===== config.mk =====
export PLATFORM = sky130hd
export DESIGN_NAME = mes_lane
export DESIGN_NICKNAME = d
export VERILOG_FILES = /design/src/sv/mes_pkg.sv /design/src/sv/mes_lane.sv
export SDC_FILE = /design/constraint.sdc
export NUM_CORES = 2
export LEC_CHECK = 0
export ABC_AREA = 1
export BUFFER_PORTS_ARGS = -buffer_cell sky130_fd_sc_hd__clkbuf_2
export CAP_MARGIN = 0
export CORE_MARGIN = 2
export CORE_UTILIZATION = 30
export DETAILED_ROUTE_END_ITERATION = 7
export PLACE_DENSITY_LB_ADDON = 0.12
export SYNTH_ARGS = -nofsm -noshare
export SYNTH_HDL_FRONTEND = slang
export SYNTH_SLANG_ARGS = --single-unit

===== constraint.sdc =====
create_clock -name clk -period 10.1 [get_ports clk]
set_input_delay 1.01 -clock clk [delete_from_list [all_inputs] [get_ports clk]]
set_output_delay 1.01 -clock clk [all_outputs]
set_load 0.05 [all_outputs]

===== src/sv/mes_pkg.sv =====
// ----------------------------------------------------------------------------
// mes_pkg: shared types, constants and helpers for the event scorer
// Holds transaction structs, state encoding, rounding helpers and the sigmoid table.
// ----------------------------------------------------------------------------
package mes_pkg;

  localparam int FEATURES_DEF = 4;
  localparam int HIDDEN_DEF   = 8;

  localparam logic CMD_LOAD  = 1'b0;
  localparam logic CMD_SCORE = 1'b1;

  typedef struct packed {
    logic               command;
    logic [5:0]         coeff_index;
    logic signed [23:0] coeff_value;
    logic signed [23:0] feature_a;
    logic signed [23:0] feature_b;
    logic signed [23:0] feature_c;
    logic signed [23:0] feature_d;
  } in_t;

  typedef struct packed {
    logic signed [23:0] logit;
    logic [15:0]        score;
  } out_t;

  typedef enum logic [2:0] {
    ST_IDLE,
    ST_NORM,
    ST_HID,
    ST_OUT,
    ST_SIG,
    ST_DONE
  } state_t;

  function automatic logic signed [23:0] sat24(input logic signed [63:0] v);
    if (v > 64'sd8388607) return 24'sh7fffff;
    if (v < -64'sd8388608) return 24'sh800000;
    return v[23:0];
  endfunction

  function automatic logic signed [23:0] to_q12(input logic signed [63:0] v);
    logic signed [63:0] t;
    t = (v + 64'sd2048) >>> 12;
    return sat24(t);
  endfunction

  function automatic logic [16:0] sig_tab(input logic [4:0] k);
    logic [16:0] r;
    case (k)
      5'd0:  r = 17'd32768;
      5'd1:  r = 17'd40793;
      5'd2:  r = 17'd47911;
      5'd3:  r = 17'd53581;
      5'd4:  r = 17'd57724;
      5'd5:  r = 17'd60565;
      5'd6:  r = 17'd62428;
      5'd7:  r = 17'd63615;
      5'd8:  r = 17'd64357;
      5'd9:  r = 17'd64816;
      5'd10: r = 17'd65097;
      5'd11: r = 17'd65269;
      5'd12: r = 17'd65374;
      5'd13: r = 17'd65438;
      5'd14: r = 17'd65476;
      5'd15: r = 17'd65500;
      default: r = 17'd65514;
    endcase
    return r;
  endfunction

endpackage


===== src/sv/mes_lane.sv =====
// ----------------------------------------------------------------------------
// mes_lane: one hidden-neuron lane
// Holds the coefficients of one hidden unit and accumulates bias and
// feature products for it.
// ----------------------------------------------------------------------------
module mes_lane #(
  parameter int FEATURES = mes_pkg::FEATURES_DEF,
  parameter int HIDDEN   = mes_pkg::HIDDEN_DEF,
  parameter int LANE     = 0
) (
  input  logic               clk,
  input  logic               load,
  input  logic [5:0]         index,
  input  logic signed [23:0] value,
  input  logic               start,
  input  logic               step,
  input  logic [$clog2(FEATURES > 1 ? FEATURES : 2)-1:0] sel,
  input  logic signed [23:0] x,
  output logic signed [23:0] h,
  output logic signed [23:0] w2
);

  localparam int OFS_W1 = 2 * FEATURES;
  localparam int OFS_B1 = OFS_W1 + FEATURES * HIDDEN;
  localparam int OFS_W2 = OFS_B1 + HIDDEN;

  logic signed [23:0] w1 [FEATURES];
  logic signed [23:0] b1;
  logic signed [23:0] w2r;
  logic signed [55:0] acc;
  logic signed [47:0] prod;

  assign prod = x * w1[sel];
  assign h = mes_pkg::to_q12(64'(acc));
  assign w2 = w2r;

  always_ff @(posedge clk) begin
    if (load) begin
      for (int f = 0; f < FEATURES; f++) begin
        if (int'(index) == OFS_W1 + f * HIDDEN + LANE) w1[f] <= value;
      end
      if (int'(index) == OFS_B1 + LANE) b1 <= value;
      if (int'(index) == OFS_W2 + LANE) w2r <= value;
    end
  end

  always_ff @(posedge clk) begin
    if (start) begin
      acc <= 56'(b1) <<< 12;
    end else if (step) begin
      acc <= acc + 56'(prod);
    end
  end

endmodule


* Word-level counts from Yosys, hierarchy flattened
Memories as Yosys holds them, arrays and structs flattened.
Index checks and enable logic that the tools add are counted.
** Storage, ports and cells
- Bits in latches :: 0
- Memory bits (read-only) :: 0
- Register bits :: 104
- Memory bits (writable) :: 96
- Memories kept :: 1
- Logic and storage cells :: 52
- Input bits :: 60
** Operators by class
- Order comparisons :: 2
- $mul :: 1
- Equal/unequal tests :: 6
- Shifts and indexed selects :: 0
- Bitwise logic cells :: 0
- Divide/modulo/power cells :: 0
- Muxes and demuxes :: 30
- Reductions and logical operators :: 6
- Add/sub/neg operators :: 2
** Memories
- w1 :: words 4, bits a word 24, rd ports 1, clocked after Yosys merged registers in 0, wr ports 1, line mes_lane.sv:27 : logic signed [23:0] w1 [FEATURES];
** Operators by type and width (count)
- 24-bit two-way mux :: 7
- 56-bit two-way mux :: 2
- 24-bit OR reduction :: 3
- 56-bit by 13-bit adder with 57-bit output (second input constant) :: 1
- 56-bit by 48-bit adder with 56-bit output :: 1
- 24-bit by 24-bit multiplier with 48-bit output :: 1
- 45-bit by 24-bit greater-than comparator with 1-bit output (second input constant) :: 1
- 45-bit by 24-bit < comparator with 1-bit output (second input constant) :: 1
- 6-bit == test (second input constant) :: 4
- 1-bit two-way mux :: 18
- 6-bit by 5-bit == test with 1-bit output (second input constant) :: 2
- 2-bit two-way mux :: 3
- 2-bit AND reduction :: 2
- 2-bit nonzero test :: 1

* Depth between registers and ports, before layout
- Word-level depth :: 8
- Gate-level depth with buffers :: 35
- Mapped depth without buffers :: 32

* Worst setup path after synthesis
Ideal clock, no wire load.
- Path kind :: input port to flip-flop
- Start point :: in sel[1] (netlist bit)
- End point :: reg acc[51] (data pin)
- Arrival time :: 7.618 ns
- Slack :: 2.218 ns
- Data required time :: 9.836 ns
- Stages on the path :: 31
- Library setup time :: 0.264 ns
- Path through :: clkbuf_1 inv_1 buf_1 nand3_1 nand2_1 inv_1 clkbuf_1 nand2_1 fa_1 fa_1 inv_1 fa_1 fa_1 inv_1 fa_1 inv_1 fa_1 inv_1 fa_1 inv_1 ha_1 nand2_1 nor2_1 inv_1 nor2_1 nand2_1 o21bai_1 nand3_1 nand2_1 nand3_1 nand2_1
** On the way
- Longest elaborated chain between the ends :: 5
** Ends and longest elaborated chain
- start, declared :: line mes_lane.sv:17 : input logic [$clog2(FEATURES > 1 ? FEATURES : 2)-1:0] sel,
- memory 4 x 24 bit
- 24-bit by 24-bit multiplier with 48-bit output :: line mes_lane.sv:33 : assign prod = x * w1[sel];
- 56-bit by 48-bit adder with 56-bit output :: line mes_lane.sv:51 : acc <= acc + 56'(prod);
- 56-bit two-way mux :: line mes_lane.sv:50 : end else if (step) begin
- 56-bit two-way mux :: line mes_lane.sv:48 : if (start) begin
- end signal, assigned :: line mes_lane.sv:49 : acc <= 56'(b1) <<< 12;
- end signal, assigned :: line mes_lane.sv:51
- end, declared :: line mes_lane.sv:30 : logic signed [55:0] acc;
No other way between the ends. The select of a mux whose other input is x is not followed.
A chain may end at the register's enable or synchronous reset.

* Worst setup path after layout
- Start point :: in sel[0] (netlist bit)
- End point :: reg acc[39] (data pin)
The elaborated chain is that of the path after synthesis.

==> key figures <==
Drt
  • Met2 wire length: 54.8 mm
  • DRT antenna net count: 0
  • Vias per cell: 4.63
  • DR WL met3: 5.27 mm
  • Top Metal Used: met4
  • Final WL: 120 mm
  • Avg WL per Cell: 21.7 µm
  • DRC violations left: 0
  • DR iter-0 viols: 1,873
  • DRT met1 WL: 57.3 mm
  • Via count: 25,585
  • Drt pass-1 iters: 7

Global routing
  • Total track usage: 21.5%
  • Grt ovf: 0
  • Largest net degree at the start of global routing: 53
  • Vias in the first global route: 27,574
  • Initial antenna violation count: 1
  • First-pass GRT wire length: 184 mm

STA
  • Final slew viol count: 0
  • Clock Skew: 0.0190 ns
  • Fin. Hold Viols: 0
  • Min Tclk post-route: 9.29 ns
  • Fmax: 108 MHz
  • Crit share post-route: 92.0%
  • TNS Setup: 0 ns
  • Worst-Margin Slew: 1.16 ns
  • Max-slew headroom: 22.3%
  • Final setup violation count: 0
  • Unrepaired setup endpoints after global routing: no

Clocking
  • CTS tree: yes
  • Reg clk slew, reported paths: 0.09 ns
  • CTS hold repair buffers: 0
  • TritonCTS buffer count: 17
  • H-tree depth: 4
  • # clock sinks: 200
  • Post-CTS sizing: 0
  • Post-CTS Setup Repair Bufs: 0
  • Clk_lat worst skew: 0.49 ns
  • Longest Clk Path Bufs: 2
  • Root Driver: clkbuf_16

Run
  • Max-cap violations: 0

Worst setup path
  • CP Launch Type: primary input
  • Critical path's largest stage delay: 0.63 ns
  • CP max stage cell: clkinv_1
  • Crit path kind: in -> reg
  • Critical Path RT: 10.31 ns
  • Crit end category: register
  • Critical Path Source: sel[0]
  • Most numerous cell on the critical path: fa_1
  • Crit-path max FO: 32
  • Worst EP arrival: 9.50 ns
  • Worst r2r src: w1[3][3]

Logic synthesis
  • Register bit count reported by yosys: 200
  • Post-synth top area share: 41.1%
  • Ys flop type: edfxtp_1
  • Synth warn: 0
  • Most common cell in the netlist: inv_1
  • Synthesized area: 33,700 µm²
  • Post-synth ARST share: 0%
  • Synth area leader: fa_1
  • Sequential area share after synthesis: 17.4%
  • EDFF count, synth: 188
  • Synth Instances: 3,911
  • Synth cell count leaders: inv_1 (912), nand2_1 (813), fa_1 (693), nor2_1 (487), edfxtp_1 (188)
  • Top area cells in the synthesized netlist: fa_1 (41%), edfxtp_1 (17%), inv_1 (10%)
  • Synth Net Count: 4,841
  • Distinct cells, synth: 41
  • Syn avg cell area: 8.63 µm²

Min path
  • Hold Crit Class: reg -> reg
  • Min-delay src: acc[0]

Floorplan
  • Die height: 339 µm
  • Std-Cell Rows: 123
  • Core area: 112,000 µm²
  • Die width: 339 µm
  • Initial Util: 30.1%
  • Die area: 115,000 µm²
  • # IOs: 108

Status
  • Status: finished clean

Final layout
  • Nets: 4,942
  • Diodes inserted: 0
  • Design Area, Final: 37,000 µm²
  • Share of cells above drive strength 1: 7.20%
  • Area grow syn2layout: 9.73%
  • Post-Layout Cell Count: 5,525

Placed design
  • Placed insts: 5,493
  • Port bufs: 107
  • Cell Area, Placed: 36,400 µm²
  • RD Place Congestion: 0.886
  • Post-DP HPWL: 104 mm
-- metrics by stage --
step / utilization, % / hold slack [ns] / worst slack (ns)
2_1_floorplan: - / 0.444 / 2.22
3_3_place_gp: 32.5 / 0.455 / 0.429
3_5_place_dp: 32.5 / 0.463 / 0.455
4_1_cts: 33.0 / 0.473 / 0.976
5_1_grt: 33.0 / 0.509 / 0.459
6_report: 33.0 / 0.471 / 0.811
-- critical path: cells and delay by family --
kind | cells | cell delay (ns)
and+or+nand+nor | 7 | 0.96
adders and majority gates | 8 | 3.87
AOI/OAI and AO/OA | 5 | 1.49
buffers and inverters | 10 | 2.16
-- path summary, 6_finish.rpt --
kind	slack (ns)	end	depth (start not counted)
setup / recovery	0.81	acc[39]	30
hold / removal	0.47	acc[0]	2
hold reg to reg	0.47	acc[0]	2
setup reg to reg	1.77	acc[39]	27
-- state kept, by name, summed over array words and instances (netlist names) --
signal,cells
acc,56
b1,24
w2,24
w1,96
-- kinds of logic after synthesis --
group	synth area share (%)
buffers and inverters	11.7
adder cells (fa/ha/maj)	47.7
AO/OA/AOI/OAI	3.83
AND/OR/NAND/NOR	18.2
XOR/XNOR	1.14
flip-flops	17.4
-- cells in the final DEF, fill, tap and decap left out, types with 22 or more instances in the layout --
cell,count
ha_1,177
buf_4,90
xor2_1,26
nand4_1,22
nand2_1,813
nand3_1,130
o21ai_0,88
fa_1,693
clkbuf_2,107
inv_1,912
edfxtp_1,188
a21oi_1,96
nor2_1,482
nand2_2,29
-- routing by layer --
metal	vias up	track usage (%)
li1	11781	-
met1	13100	31.8
met2	624	34.6
met3	80	1.76
met4	0	4.30
met5	-	0
-- layout make-up --
cell class / instances / area (µm²)
Multi-Input combinational cell: 2669 / 23900
Tap cell: 1500 / 1880
Inverter: 925 / 3470
Fill cell: 12043 / 75000
Clock inverter: 15 / 176
Timing Repair Buffer: 199 / 1250
Clock buffer: 17 / 425
Sequential cell: 200 / 5890
Power is left out: the tool's default activity adds up to more than one toggle a clock period on the data nets, which glitch-free logic cannot reach.
