$ cat src/sv/mes_pkg.sv
// ----------------------------------------------------------------------------
// mes_pkg: shared types, constants and helpers for the event scorer
// Holds transaction structs, state encoding, rounding helpers and the sigmoid table.
// ----------------------------------------------------------------------------
package mes_pkg;

  localparam int FEATURES_DEF = 4;
  localparam int HIDDEN_DEF   = 8;

  localparam logic CMD_LOAD  = 1'b0;
  localparam logic CMD_SCORE = 1'b1;

  typedef struct packed {
    logic               command;
    logic [5:0]         coeff_index;
    logic signed [23:0] coeff_value;
    logic signed [23:0] feature_a;
    logic signed [23:0] feature_b;
    logic signed [23:0] feature_c;
    logic signed [23:0] feature_d;
  } in_t;

  typedef struct packed {
    logic signed [23:0] logit;
    logic [15:0]        score;
  } out_t;

  typedef enum logic [2:0] {
    ST_IDLE,
    ST_NORM,
    ST_HID,
    ST_OUT,
    ST_SIG,
    ST_DONE
  } state_t;

  function automatic logic signed [23:0] sat24(input logic signed [63:0] v);
    if (v > 64'sd8388607) return 24'sh7fffff;
    if (v < -64'sd8388608) return 24'sh800000;
    return v[23:0];
  endfunction

  function automatic logic signed [23:0] to_q12(input logic signed [63:0] v);
    logic signed [63:0] t;
    t = (v + 64'sd2048) >>> 12;
    return sat24(t);
  endfunction

  function automatic logic [16:0] sig_tab(input logic [4:0] k);
    logic [16:0] r;
    case (k)
      5'd0:  r = 17'd32768;
      5'd1:  r = 17'd40793;
      5'd2:  r = 17'd47911;
      5'd3:  r = 17'd53581;
      5'd4:  r = 17'd57724;
      5'd5:  r = 17'd60565;
      5'd6:  r = 17'd62428;
      5'd7:  r = 17'd63615;
      5'd8:  r = 17'd64357;
      5'd9:  r = 17'd64816;
      5'd10: r = 17'd65097;
      5'd11: r = 17'd65269;
      5'd12: r = 17'd65374;
      5'd13: r = 17'd65438;
      5'd14: r = 17'd65476;
      5'd15: r = 17'd65500;
      default: r = 17'd65514;
    endcase
    return r;
  endfunction

endpackage

$ cat src/sv/mes_merge.sv
// ----------------------------------------------------------------------------
// mes_merge: output neuron merge
// Sums the output bias and positive lane outputs times output weights, one lane per cycle.
// ----------------------------------------------------------------------------
module mes_merge (
  input  logic               clk,
  input  logic               start,
  input  logic               step,
  input  logic signed [23:0] bias,
  input  logic signed [23:0] h,
  input  logic signed [23:0] w,
  output logic signed [23:0] logit
);

  logic signed [55:0] acc;
  logic signed [47:0] prod;

  assign prod = (h > 24'sd0) ? h * w : 48'sd0;
  assign logit = mes_pkg::to_q12(64'(acc));

  always_ff @(posedge clk) begin
    if (start) begin
      acc <= 56'(bias) <<< 12;
    end else if (step) begin
      acc <= acc + 56'(prod);
    end
  end

endmodule

$ cat config.mk
export PLATFORM = sky130hd
export DESIGN_NAME = mes_merge
export DESIGN_NICKNAME = d
export VERILOG_FILES = /design/src/sv/mes_pkg.sv /design/src/sv/mes_merge.sv
export SDC_FILE = /design/constraint.sdc
export NUM_CORES = 2
export LEC_CHECK = 0
export CORE_ASPECT_RATIO = 1.75
export CORE_UTILIZATION = 43
export CTS_BUF_LIST = sky130_fd_sc_hd__clkbuf_2 sky130_fd_sc_hd__clkbuf_4 sky130_fd_sc_hd__clkbuf_8
export CTS_CLUSTER_SIZE = 30
export DETAILED_ROUTE_END_ITERATION = 16
export DONT_BUFFER_PORTS = 1
export MAX_ROUTING_LAYER = met4
export SYNTH_ARGS = -nofsm -noshare
export SYNTH_HDL_FRONTEND = slang
export SYNTH_SLANG_ARGS = --single-unit
$ cat constraint.sdc
create_clock -name clk -period 13.3 [get_ports clk]
set_input_delay 2.66 -clock clk [delete_from_list [all_inputs] [get_ports clk]]
set_output_delay 2.66 -clock clk [all_outputs]
set_load 0.1 [all_outputs]
Word level (Yosys, flattened, before mapping)
Cells that the tools add are included.
{"block": "totals", "output_inout_bits": 24, "regBits": 56, "word_cells": 19, "input_bits": 75}
{"block": "classes", "n_lt_le_gt_ge": 3, "n_mul": 1, "n_reduce_logical": 1, "add_sub_neg": 2, "muxes": 10}
{"cell": "56-bit 2-to-1 mux", "n": 2}
{"cell": "24-bit 2-to-1 mux", "n": 4}
{"cell": "56-bit by 13-bit adder with 57-bit output (second input constant)", "n": 1}
{"cell": "56-bit by 48-bit adder with 56-bit output", "n": 1}
{"cell": "24-bit by 24-bit multiplier with 48-bit output", "n": 1}
{"cell": "48-bit 2-to-1 mux", "n": 1}
{"cell": "45-bit by 24-bit greater-than comparator with 1-bit output (second input constant)", "n": 1}
{"cell": "45-bit by 24-bit less-than comparator with 1-bit output (second input constant)", "n": 1}
{"cell": "24-bit by 1-bit greater-than comparator with 1-bit output (second input constant)", "n": 1}
{"cell": "1-bit 2-to-1 mux", "n": 3}
{"cell": "2-bit nonzero test", "n": 1}

Longest topological paths before layout
{"block": "logic_depth", "depth_word": 6, "ltp_mapped": 39, "mapped_depth_nobuf": 37}

Worst setup path after synthesis
Ideal clock, no wire load.
{"block": "synth_timing", "path_kind": "input to register", "start": "input h[23]", "end": "register acc[55], data pin", "t_required_ns": 13.033, "arrival_ns": 11.125, "setup_ns": 0.267, "path_buffers": 3, "path_slack_ns": 1.908, "path_stages": 32, "path_cell_list": "clkbuf_1 nand2_1 inv_1 fa_1 fa_1 inv_1 fa_1 inv_1 fa_1 fa_1 fa_1 inv_1 fa_1 inv_1 ha_1 clkbuf_1 nand3_1 nor4_1 o311ai_0 a21boi_0 nor3b_1 ha_1 clkbuf_1 a21o_1 a21o_1 a21o_1 a21o_1 a21o_1 nor4_1 o21ai_0 xnor2_1 o21ai_1"}
{"block": "synth_via", "elab_chain_cells": 5, "elab_cells_between_ends": 6, "cone_classes": "add/sub (1); mul (1); order compare (1); mux (3)"}
{"element": "from (decl)", "line": "mes_merge.sv:10", "source": "input logic signed [23:0] h,"}
{"element": "24-bit by 24-bit multiplier with 48-bit output or 24-bit by 1-bit greater-than comparator with 1-bit output (tied branches)", "line": "mes_merge.sv:18", "source": "assign prod = (h > 24'sd0) ? h * w : 48'sd0;"}
{"element": "48-bit 2-to-1 mux (*)", "line": "mes_merge.sv:18"}
{"element": "56-bit by 48-bit adder with 56-bit output (*)", "line": "mes_merge.sv:25", "source": "acc <= acc + 56'(prod);"}
{"element": "56-bit 2-to-1 mux (*)", "line": "mes_merge.sv:24", "source": "end else if (step) begin"}
{"element": "56-bit 2-to-1 mux (*)", "line": "mes_merge.sv:22", "source": "if (start) begin"}
{"element": "to (signal assigned)", "line": "mes_merge.sv:23", "source": "acc <= 56'(bias) <<< 12;"}
{"element": "to (signal assigned)", "line": "mes_merge.sv:25"}
{"element": "to (decl)", "line": "mes_merge.sv:15", "source": "logic signed [55:0] acc;"}
Mark *: on every way between the ends. The rest lies on a longest branch, timed or not. The select of a mux whose other input is x is not followed.
A chain may end at the register's enable or synchronous reset.

Final worst setup path
{"block": "layout_timing", "start": "input w[23]", "end": "register acc[50], data pin"}
{"block": "layout_via", "elab_chain_cells": 5}
{"element": "from (decl)", "line": "mes_merge.sv:11", "source": "input logic signed [23:0] w,"}
{"element": "24-bit by 24-bit multiplier with 48-bit output", "line": "mes_merge.sv:18"}
{"element": "48-bit 2-to-1 mux", "line": "mes_merge.sv:18"}
{"element": "56-bit by 48-bit adder with 56-bit output", "line": "mes_merge.sv:25"}
{"element": "56-bit 2-to-1 mux", "line": "mes_merge.sv:24"}
{"element": "56-bit 2-to-1 mux", "line": "mes_merge.sv:22"}
Every way passes these cells. The select of a mux whose other input is x is not followed.

==> impl_metrics.tcl <==
set metrics [dict create \
    outcome "finished, final reports clean" \
    hold_violations 0 \
    syn-cell-area_um2 28000 \
    finClkSkew_ns 0.0150 \
    first_iter_violations 1209 \
    path_common_cell "fa_1" \
    clk_latency_ns 0.35 \
    synthToLayoutAreaGrowth_pct 2.44 \
    grt_max_degree 50 \
    ctsHtreeMaxLevel 2 \
    cp.required_ns 13.36 \
    vias 21100 \
    synthCells 3192 \
    antenna_found_initial 1 \
    synth-main-ff-cell "edfxtp_1" \
    multiInputGateArea_um2 23400 \
    slowest_stage "fa_1" \
    synthAdderAreaFrac_pct 52.0 \
    seq_area_um2 1560 \
    synthSimpleGateAreaFrac_pct 18.2 \
    grt_pass1_wl_um 131000 \
    cts_tree "built" \
    rsz0062_at_grt "false" \
    synthMuxAreaShare_pct 0.509 \
    synth_top_family_by_area "adder cells" \
    wl_per_cell_um 20.3 \
    grt_pass1_vias 23300 \
    path_clk_slew_ns 0.12 \
    tns_ns 0 \
    grt.total_usage_pct 26.1 \
    cts_root_buffer "clkbuf_8" \
    dp_hpwl_um 63300 \
    period_needed_ns 11.93 \
    period_share_pct 89.7 \
    die_width_um 195 \
    core_um2 64300 \
    port_buffers 0 \
    path_class "input pin to flip-flop" \
    hold_path.class "flip-flop to flip-flop" \
    cts-resized-gates 0 \
    die_y_um 340 \
    syn_area_per_cell_um2 8.77 \
    nFillCells 6364 \
    drtPass1Iterations 5 \
    drive_gt1_share_pct 2.51 \
    synth-compound-area-share_pct 9.05 \
    cp_max_fo 18 \
    synthDistinctLibCells 88 \
    finalNetCount 3945 \
    layout_common_cells "inv_1 (655), fa_1 (608), nand2_1 (384), and2_1 (279), ha_1 (190)" \
    reg.largest.list "acc (56)" \
    dieArea_um2 66200 \
    finalWorstSetupSlack_ns 1.37 \
    post-place-ws_ns 0.980 \
    seq_area_frac_synth_pct 5.58 \
    top_register "acc" \
    final_util_pct 44.6 \
    cpPeakStageDelay_ns 0.57 \
    synth-seq-cells 56 \
    cts_buffers 5 \
    maxCapViolCount 0 \
    cp-start-kind "input pin" \
    cts_hold_buf 0 \
    worst_pin_slew_ns 1.22 \
    synth.net_count 4065 \
    synthArstFlopShare_pct 0 \
    largest_register_ffs 56 \
    synth_xor_area_share_pct 3.79 \
    ant_nets 0 \
    final_max_slew_viol_count 0 \
    crit_path_end_kind "flip-flop" \
    layout_commonest_cell "inv_1" \
    synth-edff-count 44 \
    clock-sinks 56 \
    routed_wl_um 79000 \
    rows 123 \
    setup_viol 0 \
    fmax_mhz 83.8 \
    gp_congestion 0.907 \
    cts_setup_buffers 0 \
    drc_errors 0 \
    via_per_inst 5.43 \
    io_pins 99 \
    yosys_warnings 0 \
    max-slew-margin-rel_pct 18.6 \
    clockBufferDepth 2 \
    initial_core_util_pct 43.5 \
    crit_arrival_ns 11.99 \
    overflow 0 \
]
## cells in the mapped netlist (16+ instances only)
cell | instances | area (um^2)
nand3_1 | 54 | 270
edfxtp_1 | 44 | 1320
xnor2_1 | 64 | 561
nand2b_1 | 18 | 113
and2_1 | 279 | 1750
o21a_1 | 17 | 128
nand2_1 | 384 | 1440
ha_1 | 190 | 2380
a21oi_1 | 102 | 510
o21ai_0 | 93 | 465
o21bai_1 | 16 | 120
clkbuf_1 | 127 | 477
nor3_1 | 26 | 130
nand4_1 | 32 | 200
nor2_1 | 130 | 488
and3_1 | 20 | 125
a21oi_2 | 19 | 166
inv_1 | 655 | 2460
xor2_1 | 57 | 499
a21o_1 | 45 | 338
fa_1 | 608 | 12200
## kinds of logic (layout without fill, tap and decap cells)
logic type / Yosys count / count (layout)
compound gates: 387 / 387
mux: 13 / 13
flops: 56 / 56
other cells: 0 / 1
simple gates: 1020 / 1020
xor+xnor: 121 / 121
fa+ha+maj: 798 / 798
buf+inv: 797 / 678
## critical path, delay by kind of cell
family	cells	cell delay [ns]
xor+xnor	2	0.37
buf+inv	3	0.60
compound gates	13	3.29
fa+ha+maj	9	4.43
simple gates	5	0.66
## metal layers
metal	track usage [%]	routed length (um)
met1	30.4	29900
met2	47.5	42800
met3	2.17	3680
met4	7.99	2630
met5	-	0
## worst paths after layout
path | slack, ns | depth (start not counted) | end | startpoint
worst max register to register | 9.37 | 11 | acc[46]$_DFFE_PP_ | acc[12]$_DFFE_PP_
worst max-delay path | 1.37 | 32 | acc[50]$_DFFE_PP_ | w[23]
worst min-delay path | 0.48 | 2 | acc[4]$_SDFFE_PP0P_ | acc[4]$_SDFFE_PP0P_
worst min register to register | 0.48 | 2 | acc[4]$_SDFFE_PP0P_ | acc[4]$_SDFFE_PP0P_
## layout make-up
| class | count | area share, % |
|---|---|---|
| diodes | 1 | 0.00873 |
| clock buffers | 6 | 0.266 |
| clock inverters | 2 | 0.135 |
| inverters | 656 | 8.59 |
| multi-input cells | 2339 | 81.6 |
| flip-flops and latches | 56 | 5.44 |
| well taps | 812 | 3.54 |
| repair buffers | 14 | 0.366 |
## metrics by stage
step           hold slack, ns  cell area, um^2  cells
6_report                0.482            28700   3886
5_1_grt                 0.513            28700   3886
2_1_floorplan           0.451            28000   3192
3_3_place_gp            0.458            28600   3877
3_5_place_dp            0.462            28600   3877
4_1_cts                 0.483            28700   3885
Power is left out: the tool's default activity adds up to more than one toggle a clock period on the data nets, which glitch-free logic cannot reach.
